### config.mk
export PLATFORM = sky130hd
export DESIGN_NAME = line_editor_erase_kill_top_flat
export DESIGN_NICKNAME = d
export VERILOG_FILES = /design/src/hw/rtl/lee_pkg.sv /design/src/hw/rtl/lee_if.sv /design/src/hw/rtl/lee_ram.sv /design/src/hw/rtl/lee_ctrl.sv /design/src/hw/rtl/lee_dp.sv /design/src/hw/rtl/line_editor_erase_kill_top.sv /design/src/flat_wrapper.sv
export SDC_FILE = /design/constraint.sdc
export NUM_CORES = 1
export LEC_CHECK = 0
export BUFFER_PORTS_ARGS = -buffer_cell sky130_fd_sc_hd__buf_2
export CAP_MARGIN = 20
export CORE_ASPECT_RATIO = 1.4
export CORE_MARGIN = 2
export CORE_UTILIZATION = 35
export CTS_CLUSTER_DIAMETER = 30
export CTS_CLUSTER_SIZE = 40
export DETAILED_ROUTE_END_ITERATION = 12
export GPL_ROUTABILITY_DRIVEN = 0
export GPL_TIMING_DRIVEN = 1
export PLACE_DENSITY = 0.49
export SLEW_MARGIN = 25
export SYNTH_ARGS = -nofsm -noshare
export SYNTH_HDL_FRONTEND = slang
export SYNTH_SLANG_ARGS = --single-unit
### constraint.sdc
create_clock -name clk -period 5.2 [get_ports clk]
set_input_delay 1.56 -clock clk [delete_from_list [all_inputs] [get_ports clk]]
set_output_delay 1.56 -clock clk [all_outputs]
set_load 0.02 [all_outputs]
### src/hw/rtl/lee_pkg.sv
// Shared constants, codes and controller/datapath struct types of the line editor.
// No dependencies; all other files but lee_ram refer to it by scoped names.
package lee_pkg;

    localparam int LINE_DEPTH = 63;
    localparam int ADDR_W     = (LINE_DEPTH > 1) ? $clog2(LINE_DEPTH) : 1;
    localparam int CNT_W      = $clog2(LINE_DEPTH + 1);

    localparam int CHAR_W     = 8;
    localparam int CFG_IDX_W  = 1;
    localparam int CFG_DATA_W = 8;

    localparam logic [CHAR_W-1:0] NEWLINE_CODE = 8'd10;
    localparam logic [CHAR_W-1:0] ERASE_RESET  = 8'd35;
    localparam logic [CHAR_W-1:0] KILL_RESET   = 8'd64;

    localparam logic [CFG_IDX_W-1:0] REG_ERASE = 1'd0;
    localparam logic [CFG_IDX_W-1:0] REG_KILL  = 1'd1;

    // Commands from the controller to the datapath
    typedef struct packed {
        logic in_ready;
        logic edit;
        logic rd_clear;
        logic load_char;
        logic load_newline;
    } lee_cmd_t;

    // Status from the datapath to the controller
    typedef struct packed {
        logic in_valid;
        logic is_edit;
        logic flush_req;
        logic more_chars;
        logic slot_free;
    } lee_sts_t;

endpackage

### src/hw/rtl/lee_if.sv
// Valid/ready stream interfaces for the character input and the edited line output.
// Depends on lee_pkg for the character width.
interface lee_char_if;
    logic                       valid;
    logic                       ready;
    logic [lee_pkg::CHAR_W-1:0] in_char;
    logic                       end_of_text;

    modport source (output valid, output in_char, output end_of_text, input ready);
    modport sink   (input valid, input in_char, input end_of_text, output ready);
endinterface

interface lee_line_if;
    logic                       valid;
    logic                       ready;
    logic [lee_pkg::CHAR_W-1:0] out_char;
    logic                       last;
    logic                       overflowed;

    modport source (output valid, output out_char, output last, output overflowed,
                    input ready);
    modport sink   (input valid, input out_char, input last, input overflowed,
                    output ready);
endinterface

### src/hw/rtl/lee_ram.sv
// Generic single-port-write, single-port-read RAM with registered read data.
// No dependencies.
module lee_ram #(
    parameter int WIDTH = 8,
    parameter int DEPTH = 63
) (
    input  logic                                      clk,
    input  logic                                      we,
    input  logic [((DEPTH > 1) ? $clog2(DEPTH) : 1)-1:0] waddr,
    input  logic [WIDTH-1:0]                          wdata,
    input  logic [((DEPTH > 1) ? $clog2(DEPTH) : 1)-1:0] raddr,
    output logic [WIDTH-1:0]                          rdata
);

    logic [WIDTH-1:0] mem_reg [DEPTH];

    always_ff @(posedge clk)
    begin
        if (we)
        begin
            mem_reg[waddr] <= wdata;
        end
        rdata <= mem_reg[raddr];
    end

endmodule

### src/hw/rtl/lee_ctrl.sv
// Controller state machine of the line editor: input acceptance and line flush sequencing.
// Depends on lee_pkg for the command and status structs.
module lee_ctrl (
    input  logic              clk,
    input  logic              rst_n,
    input  lee_pkg::lee_sts_t sts,
    output lee_pkg::lee_cmd_t cmd
);

    localparam logic [1:0] S_IDLE  = 2'd0;
    localparam logic [1:0] S_FETCH = 2'd1;
    localparam logic [1:0] S_LOAD  = 2'd2;

    logic [1:0] state_reg;
    logic [1:0] state_next;

    always_comb
    begin
        cmd        = '0;
        state_next = state_reg;
        unique case (state_reg)
            S_IDLE:
            begin
                cmd.in_ready = 1'b1;
                if (sts.in_valid)
                begin
                    cmd.edit = sts.is_edit;
                    if (sts.flush_req)
                    begin
                        cmd.rd_clear = 1'b1;
                        state_next   = S_FETCH;
                    end
                end
            end
            S_FETCH:
            begin
                // read address settles here, data shows in the next state
                if (sts.more_chars)
                begin
                    state_next = S_LOAD;
                end
                else if (sts.slot_free)
                begin
                    cmd.load_newline = 1'b1;
                    state_next       = S_IDLE;
                end
            end
            S_LOAD:
            begin
                if (sts.slot_free)
                begin
                    cmd.load_char = 1'b1;
                    state_next    = S_FETCH;
                end
            end
            default:
            begin
                state_next = S_IDLE;
            end
        endcase
    end

    always_ff @(posedge clk or negedge rst_n)
    begin
        if (!rst_n)
        begin
            state_reg <= S_IDLE;
        end
        else
        begin
            state_reg <= state_next;
        end
    end

endmodule

### src/hw/rtl/lee_dp.sv
// Datapath of the line editor: config registers, line buffer RAM, counters, output register.
// Depends on lee_pkg, lee_if and lee_ram.
module lee_dp (
    input  logic                                clk,
    input  logic                                rst_n,
    lee_char_if.sink                            chars,
    lee_line_if.source                          lines,
    input  logic                                cfg_we,
    input  logic [lee_pkg::CFG_IDX_W-1:0]       cfg_index,
    input  logic [lee_pkg::CFG_DATA_W-1:0]      cfg_data,
    input  lee_pkg::lee_cmd_t                   cmd,
    output lee_pkg::lee_sts_t                   sts
);

    logic [lee_pkg::CHAR_W-1:0] erase_reg;
    logic [lee_pkg::CHAR_W-1:0] kill_reg;
    logic [lee_pkg::CNT_W-1:0]  fill_reg;
    logic [lee_pkg::CNT_W-1:0]  fill_next;
    logic                       started_reg;
    logic                       started_next;
    logic                       drop_reg;
    logic                       drop_next;
    logic [lee_pkg::CNT_W-1:0]  rd_idx_reg;
    logic                       out_valid_reg;
    logic [lee_pkg::CHAR_W-1:0] out_char_reg;
    logic                       out_last_reg;
    logic                       out_ovf_reg;

    logic                       ram_we;
    logic [lee_pkg::CHAR_W-1:0] ram_rdata;
    logic                       is_newline;

    assign is_newline = (chars.in_char == lee_pkg::NEWLINE_CODE);

    assign chars.ready    = cmd.in_ready;
    assign sts.in_valid   = chars.valid;
    assign sts.is_edit    = !chars.end_of_text && !is_newline;
    assign sts.flush_req  = chars.end_of_text ? started_reg : is_newline;
    assign sts.more_chars = (rd_idx_reg < fill_reg);
    assign sts.slot_free  = !out_valid_reg || lines.ready;

    assign lines.valid      = out_valid_reg;
    assign lines.out_char   = out_char_reg;
    assign lines.last       = out_last_reg;
    assign lines.overflowed = out_ovf_reg;

    // Erase wins over kill, append while there is room, else flag a drop; newline load clears all
    always_comb
    begin
        fill_next    = fill_reg;
        started_next = started_reg;
        drop_next    = drop_reg;
        ram_we       = 1'b0;
        if (cmd.edit)
        begin
            started_next = 1'b1;
            if (chars.in_char == erase_reg)
            begin
                if (fill_reg != '0)
                begin
                    fill_next = fill_reg - 1'b1;
                end
            end
            else if (chars.in_char == kill_reg)
            begin
                fill_next = '0;
                drop_next = 1'b0;
            end
            else if (fill_reg < lee_pkg::CNT_W'(lee_pkg::LINE_DEPTH))
            begin
                ram_we    = 1'b1;
                fill_next = fill_reg + 1'b1;
            end
            else
            begin
                drop_next = 1'b1;
            end
        end
        if (cmd.load_newline)
        begin
            fill_next    = '0;
            started_next = 1'b0;
            drop_next    = 1'b0;
        end
    end

    lee_ram #(
        .WIDTH (lee_pkg::CHAR_W),
        .DEPTH (lee_pkg::LINE_DEPTH)
    ) u_line_ram (
        .clk   (clk),
        .we    (ram_we),
        .waddr (fill_reg[lee_pkg::ADDR_W-1:0]),
        .wdata (chars.in_char),
        .raddr (rd_idx_reg[lee_pkg::ADDR_W-1:0]),
        .rdata (ram_rdata)
    );

    always_ff @(posedge clk or negedge rst_n)
    begin
        if (!rst_n)
        begin
            erase_reg     <= lee_pkg::ERASE_RESET;
            kill_reg      <= lee_pkg::KILL_RESET;
            fill_reg      <= '0;
            started_reg   <= 1'b0;
            drop_reg      <= 1'b0;
            rd_idx_reg    <= '0;
            out_valid_reg <= 1'b0;
        end
        else
        begin
            if (cfg_we && (cfg_index == lee_pkg::REG_ERASE))
            begin
                erase_reg <= cfg_data;
            end
            if (cfg_we && (cfg_index == lee_pkg::REG_KILL))
            begin
                kill_reg <= cfg_data;
            end
            fill_reg    <= fill_next;
            started_reg <= started_next;
            drop_reg    <= drop_next;
            if (cmd.rd_clear)
            begin
                rd_idx_reg <= '0;
            end
            else if (cmd.load_char)
            begin
                rd_idx_reg <= rd_idx_reg + 1'b1;
            end
            if (cmd.load_char || cmd.load_newline)
            begin
                out_valid_reg <= 1'b1;
            end
            else if (lines.ready)
            begin
                out_valid_reg <= 1'b0;
            end
        end
    end

    // Output payload: no reset needed
    always_ff @(posedge clk)
    begin
        if (cmd.load_char)
        begin
            out_char_reg <= ram_rdata;
            out_last_reg <= 1'b0;
            out_ovf_reg  <= drop_reg;
        end
        else if (cmd.load_newline)
        begin
            out_char_reg <= lee_pkg::NEWLINE_CODE;
            out_last_reg <= 1'b1;
            out_ovf_reg  <= drop_reg;
        end
    end

endmodule

### src/hw/rtl/line_editor_erase_kill_top.sv
// Top level of the line editor with erase and kill characters.
// Depends on lee_pkg, lee_if, lee_ctrl and lee_dp (which holds the lee_ram line buffer).
//
// Usage:
//   chars  - input stream, one character per beat (in_char, end_of_text).
//   lines  - output stream of the edited line, oldest character first, then a
//            newline (code 10) beat with last = 1. overflowed is the same on
//            every beat of one line and marks characters dropped for lack of room.
//   cfg_we / cfg_index / cfg_data - write erase_char (index 0) or kill_char
//            (index 1); write only while the block is idle.
// Input and flush:
//   Ordinary, erase and kill characters keep the controller idle and chars.ready high.
//   A newline, or end of text on a started line, starts a flush: each stored
//   character needs a RAM read step (S_FETCH) and an output load step (S_LOAD),
//   and the closing newline is loaded from S_FETCH once no characters remain.
//   The first output beat is loaded in S_LOAD after S_FETCH, or straight from
//   S_FETCH for an empty line.
//   The loop over the buffer in the controller, one RAM read port, sets this order.
// Reset:
//   rst_n (asynchronous, active low) empties the line, clears the overflow
//   flag and restores erase '#' and kill '@'. The buffer RAM is not cleared.
// Stall:
//   A held output beat stays in the output register; the flush waits on it.
//   Once the closing newline is loaded, new characters are accepted again
//   even if that newline has not been taken yet.
module line_editor_erase_kill_top (
    input  logic                            clk,
    input  logic                            rst_n,
    lee_char_if.sink                        chars,
    lee_line_if.source                      lines,
    input  logic                            cfg_we,
    input  logic [lee_pkg::CFG_IDX_W-1:0]   cfg_index,
    input  logic [lee_pkg::CFG_DATA_W-1:0]  cfg_data
);

    lee_pkg::lee_cmd_t cmd;
    lee_pkg::lee_sts_t sts;

    // Sequence acceptance and the flush walk
    lee_ctrl u_ctrl (
        .clk   (clk),
        .rst_n (rst_n),
        .sts   (sts),
        .cmd   (cmd)
    );

    // Hold the line, the config registers and the output beat
    lee_dp u_dp (
        .clk       (clk),
        .rst_n     (rst_n),
        .chars     (chars),
        .lines     (lines),
        .cfg_we    (cfg_we),
        .cfg_index (cfg_index),
        .cfg_data  (cfg_data),
        .cmd       (cmd),
        .sts       (sts)
    );

endmodule

### src/flat_wrapper.sv
// flat-port wrapper written by rule: the top's interface ports become plain ports
module line_editor_erase_kill_top_flat 
  (clk, rst_n, cfg_we, cfg_index, cfg_data, chars_valid, chars_in_char, chars_end_of_text, chars_ready, lines_valid, lines_out_char, lines_last, lines_overflowed, lines_ready);
  lee_char_if chars_i ();
  lee_line_if lines_i ();
  input  logic clk;
  input  logic rst_n;
  input  logic cfg_we;
  input  logic [lee_pkg::CFG_IDX_W-1:0] cfg_index;
  input  logic [lee_pkg::CFG_DATA_W-1:0] cfg_data;
  input wire logic [$bits(chars_i.valid)-1:0] chars_valid;
  input wire logic [$bits(chars_i.in_char)-1:0] chars_in_char;
  input wire logic [$bits(chars_i.end_of_text)-1:0] chars_end_of_text;
  output wire logic [$bits(chars_i.ready)-1:0] chars_ready;
  output wire logic [$bits(lines_i.valid)-1:0] lines_valid;
  output wire logic [$bits(lines_i.out_char)-1:0] lines_out_char;
  output wire logic [$bits(lines_i.last)-1:0] lines_last;
  output wire logic [$bits(lines_i.overflowed)-1:0] lines_overflowed;
  input wire logic [$bits(lines_i.ready)-1:0] lines_ready;
  assign chars_i.valid = chars_valid;
  assign chars_i.in_char = chars_in_char;
  assign chars_i.end_of_text = chars_end_of_text;
  assign chars_ready = chars_i.ready;
  assign lines_valid = lines_i.valid;
  assign lines_out_char = lines_i.out_char;
  assign lines_last = lines_i.last;
  assign lines_overflowed = lines_i.overflowed;
  assign lines_i.ready = lines_ready;
  line_editor_erase_kill_top u_core (.clk(clk), .rst_n(rst_n), .chars(chars_i), .lines(lines_i), .cfg_we(cfg_we), .cfg_index(cfg_index), .cfg_data(cfg_data));
endmodule
# After elaboration in Yosys (flattened, before gate mapping)
# Memories as Yosys holds them, arrays and structs flattened. A register that Yosys moved wholly into a read port is not among the register bits.
# Index checks and enable logic that the tools add are counted.
# classes
n_addsub	3
bitwise	1
order_cmp	2
multipliers	0
n_div	0
muxes	41
n_shift	0
reduce_logical	18
n_eq_ne	12
# ops
cell	n
6-bit two-way mux	8
1-bit two-way mux	23
8-bit equality test	2
8-bit two-way mux	2
6-bit by 1-bit adder with 6-bit output, second input constant	2
2-bit two-way mux	6
8-bit by 4-bit equality test with 1-bit output, second input constant	1
2-bit nonzero test	4
6-bit less-than comparator	1
6-bit less-than comparator, second input constant	1
2-bit one-hot mux with 3 select lines	1
3-bit AND reduction	2
6-bit nonzero test	1
6-bit by 1-bit subtractor with 6-bit output, second input constant	1
2-bit by 1-bit != test with 1-bit output, second input constant	2
2-bit != test, second input constant	2
4-bit AND reduction	1
4-bit nonzero test	1
1-bit logical AND	3
1-bit zero test	3
3-bit two-way mux	1
3-bit by 1-bit != test with 1-bit output, second input constant	1
3-bit by 2-bit != test with 1-bit output, second input constant	1
3-bit != test, second input constant	1
other kinds (5)	6
# word_totals
elab_cells	89
regBits	43
inputBits	23
output_inout_bits	12
n_memories	1
mem_bits_ro	0
mem_bits_rw	504
latchBits	0
# mem_list
memory	depth	width	read_ports	rd_clocked_by_memory_dff	wr	line_no	source
u_core.u_dp.u_line_ram.mem_reg	63	8	1	1	1	lee_ram.sv:15	logic [WIDTH-1:0] mem_reg [DEPTH];

# Depth between registers and ports, before layout
# logic_depth
depth_word	8
depth_mapped	10
depth_no_buf	8

# Modules after synthesis
# From an unflattened synthesis, not the netlist that was laid out.
# hier_totals
hier_cells	1156
area_unflattened_um2	22191.3
# by_module_without_submodules
mod	area_each_um2	cells_per_inst	seq_area_each_um2	n_inst
lee_ram	19806.5	949	15294.7	1
lee_dp	2254.7	193	1071.0	1
lee_ctrl	130.1	14	50.0	1

# Worst setup path after synthesis
# OpenSTA, ideal clock, no wires.
# synth_timing
path_type	input-to-reg
from	in chars_in_char[3]
to	mem u_core.u_dp.u_line_ram.mem_reg[57][0], enable pin
setup_slack_ps	1678
required_time_ps	4830
arrival_ps	3152
setup_time_ps	370
path_buffers	1
path_stages	7
path_cell_list	nor4bb_1 nand2_1 and4b_1 clkbuf_1 nor4b_2 nand3_1 nor2_1
# synth_between
elab_chain_len	8
elab_cells_between_ends	12
classes_between	3 x eq/ne; 7 x mux; 2 x reduce/logical
# synth_lines
item	line_no	source
start, declared	flat_wrapper.sv:12	input wire logic [$bits(chars_i.in_char)-1:0] chars_in_char;
8-bit by 4-bit equality test with 1-bit output	lee_dp.sv:33	assign is_newline = (chars.in_char == lee_pkg::NEWLINE_CODE);
1-bit zero test	lee_dp.sv:37	assign sts.is_edit = !chars.end_of_text && !is_newline;
1-bit logical AND	lee_dp.sv:37	
2-bit two-way mux	lee_ctrl.sv:25	if (sts.in_valid)
3-bit two-way mux	lee_ctrl.sv:21	unique case (state_reg)
1-bit two-way mux *	lee_dp.sv:54	if (cmd.edit)
1-bit two-way mux *	lee_ram.sv:19	if (we)
1-bit two-way mux (not written as such) *	lee_ram.sv:21	mem_reg[waddr] <= wdata;
end, declared	lee_ram.sv:15	
# Every way passes the cells marked *; elsewhere a longest branch is shown, timed or not.

# Final worst setup path
# layout_timing
from	in chars_in_char[6]
to	mem u_core.u_dp.u_line_ram.mem_reg[23][3], enable pin
# Same word-level chain as after synthesis.

==> results.ini <==
[power_and_ir_drop]
pwr-share-comb_pct=16.8
irDropWorstVdd_v=0.0003185
pwr-share-seq_pct=38.1
finalPower_mw=13.70
swShare_pct=28.54
p_int_mw=9.793
pwr-share-clk_pct=45.1
leakagePower_nw=8.617
power_per_cell_area_nw_per_um2=514.0
p_switching_mw=3.911

[worst_hold_path]
min_from=u_core.u_dp.drop_reg
min_to=u_core.u_dp.lines.overflowed
hp-class=reg -> reg
holdPathStages=0

[worst_setup_path]
r2r-end=u_core.u_dp.u_line_ram.mem_reg[23][3]
cp_slowest_stage_delay_ps=700
critical_path_class=in -> reg
r2r_cells=6
slowest_stage=nor2_1
r2r_start=u_core.u_dp.erase_reg[1]
end_kind=register
worstSetupStartpointType=primary input
cp_max_fo=13
crit_buf_inv=1
crit_family=simple AND/OR/NAND/NOR gates
cp.required_ps=5460
worstPathCellList=buf_2 -> xor2_1 -> nor4_1 -> and2_1 -> nor4b_2 -> nand2_1 -> nor2_1
r2r_slack_ps=2110
cp.arrival_ps=4050

[die]
core_area_sq_um=62020
io_pins=35
die_h_um=300.5
rows=108
initial_core_util_pct=35.43
dieArea_sq_um=64830
die_w_um=215.8

[grt]
antenna_found_initial=2
grt_max_degree=68
grt_usage_pct=17.22
first_global_vias=11810
grt_overflow=0
grt_pass1_wl_um=81090

[clocking]
clock_latency_ps=650
clk_pin_slew_ps=60
post-cts-setup-buffer-count=0
ctsHoldBuffers=0
cts_tree=built
ctsHtreeMaxLevel=3
cts_buffers=91
cts.sinks=555
clk_path_buf_depth=3
cts_root_buffer=clkbuf_16
cts_resized=0

[route]
drt-total-wl_um=54650
num_vias=11110
drt_iter0_drc=899
first_pass_iters=5
detail_route.vias_per_cell=5.178
routedWlPerCell_um=25.48
drc_errors=0
antenna_left=0

[final_layout]
drive_gt1_share_pct=32.75
final_common_cell=edfxtp_1
area_delta_synth_final_pct=21.33
fin_nets=1272
largest_register_ff_count=504
nFillCells=5344
final_cell_mix=513 x edfxtp_1, 142 x mux4_2, 91 x nor2_1, 91 x clkbuf_16, 60 x buf_4

[synth]
synth_ff_type=edfxtp_1
yosys.area_share.xor_xnor_pct=0.7971
synth_fa_ha_area_share_pct=0.5124
yosysTopAreaCellShare_pct=70.10
synthArstFlopShare_pct=5.946
synth-seq-area-share_pct=74.70
postSynthNetCount=1132
synth_edf_count=513
ys_types=48
ys_ff_latch=555
netlist_instances=1100
yosysTopAreaCell=edfxtp_1
yosysWarnings=0
synth_top_family_by_area=multiplexers
yosys.area_share.simple_pct=4.100
syn_area_sq_um=21970
synth.area.mux_share_pct=16.24
avgSynthCellArea_sq_um=19.98
synth_compound_area_share_pct=2.289
yosys-top-cells-area=edfxtp_1 70%, mux4_2 15%, dfrtp_1 3.3%, nor2_1 1.6%, mux2i_1 0.87%

[run_status]
status=completed

[sta]
worstMarginPinSlew_ps=1033
hold_viol=0
relSlewSlack_pct=30.04
min_period_ps=3797
period_share_pct=73.02
setup_viol=0
rsz0062_at_grt=false
fmax_mhz=263.4
finalMaxSlewViolations=0
clock-skew-final_ps=29.86
setup-tns-final_ps=0

[placement]
hpwl_um=35130
port-buffer-count=34

[job]
cap_violations=0

==> cell type report <==
cell class / count / area [sq um] / area share (%)
Clock inverter: 76 / 920.9 / 3.454
Clock buffer: 96 / 2306 / 8.649
Multi-Input combinational cell: 486 / 5260 / 19.73
Tap cell: 825 / 1032 / 3.872
Inverter: 9 / 33.78 / 0.1267
Antenna cell: 1 / 2.502 / 0.009386
Timing Repair Buffer: 97 / 680.7 / 2.553
Sequential cell: 555 / 16430 / 61.61
==> kinds of logic after synthesis <==
| family | after synthesis |
|---|---|
| flip-flops | 555 |
| AND/OR/NAND/NOR | 195 |
| multiplexers | 177 |
| AO/OA/AOI/OAI | 85 |
| buffers and inverters | 59 |
| XOR/XNOR | 20 |
| adder cells (fa/ha/maj) | 9 |
==> synth_stat cells, types with 8 or more instances <==
library cell and n:
mux4_2 142, dfrtp_1 29, a211oi_1 9, nor2_1 91, mux2_2 16, a21oi_1 29, mux2i_1 19, nand3_1 13
nand2_1 39, ha_1 9, xnor2_1 10, edfxtp_1 513, clkbuf_1 20, dfxtp_1 9, buf_2 17, nor2b_1 8
o21ai_0 25, xor2_1 10, and2_1 9
==> worst reg2reg max path, stage by stage, from the launching register on <==
cell,delay (ps)
dfstp_2,530
xor2_1,170
nor4_1,110
and2_1,190
nor4b_2,630
nand2_1,390
nor2_1,700
==> how the worst max path moves through the flow <==
stage	end	slack, ps	cells past startpoint	from
2_1_floorplan	u_core.u_dp.u_line_ram.mem_reg[57][0]	1680	7	chars_in_char[3]
3_3_place_gp	u_core.u_dp.u_line_ram.mem_reg[21][2]	640	7	chars_in_char[6]
3_5_place_dp	u_core.u_dp.u_line_ram.mem_reg[31][5]	650	7	chars_in_char[6]
4_1_cts	u_core.u_dp.u_line_ram.mem_reg[31][4]	1330	7	chars_in_char[6]
5_1_grt	u_core.u_dp.u_line_ram.mem_reg[23][2]	1160	7	chars_in_char[6]
6_report	u_core.u_dp.u_line_ram.mem_reg[23][3]	1400	7	chars_in_char[6]
==> routing by layer <==
| metal | vias up | track usage, % | share of wire, % |
|---|---|---|---|
| met5 | - | 0 | 0 |
| li1 | 4821 | - | - |
| met2 | 314 | 29.54 | 51 |
| met4 | 0 | 7.192 | 2.7 |
| met3 | 78 | 2.586 | 3.9 |
| met1 | 5893 | 21.88 | 42 |
==> through the flow <==
| stage | setup slack [ps] | util, % | instance area, sq um | hold slack, ps | cells |
|---|---|---|---|---|---|
| final | 1403 | 42.99 | 26660 | 459.2 | 2145 |
| after global placement | 642.3 | 37.78 | 23430 | 442.3 | 1972 |
| after floorplan | 1678 | - | 21970 | 425.4 | 1100 |
| after CTS | 1335 | 42.98 | 26660 | 455.3 | 2144 |
| after global routing | 1158 | 42.98 | 26660 | 458.8 | 2144 |
| after detailed placement | 653.6 | 37.78 | 23430 | 440.3 | 1972 |
==> power groups by stage <==
stage	clock (mW)	combinational [mW]	sequential (mW)
final	6.18	2.30	5.23
after global placement	0	2.36	5.32
after floorplan	0	1.58	5.21
after detailed placement	0	2.36	5.32
after global routing	6.48	2.46	5.25
after CTS	6.29	2.37	5.23
(Power assumes the default switching activity.)
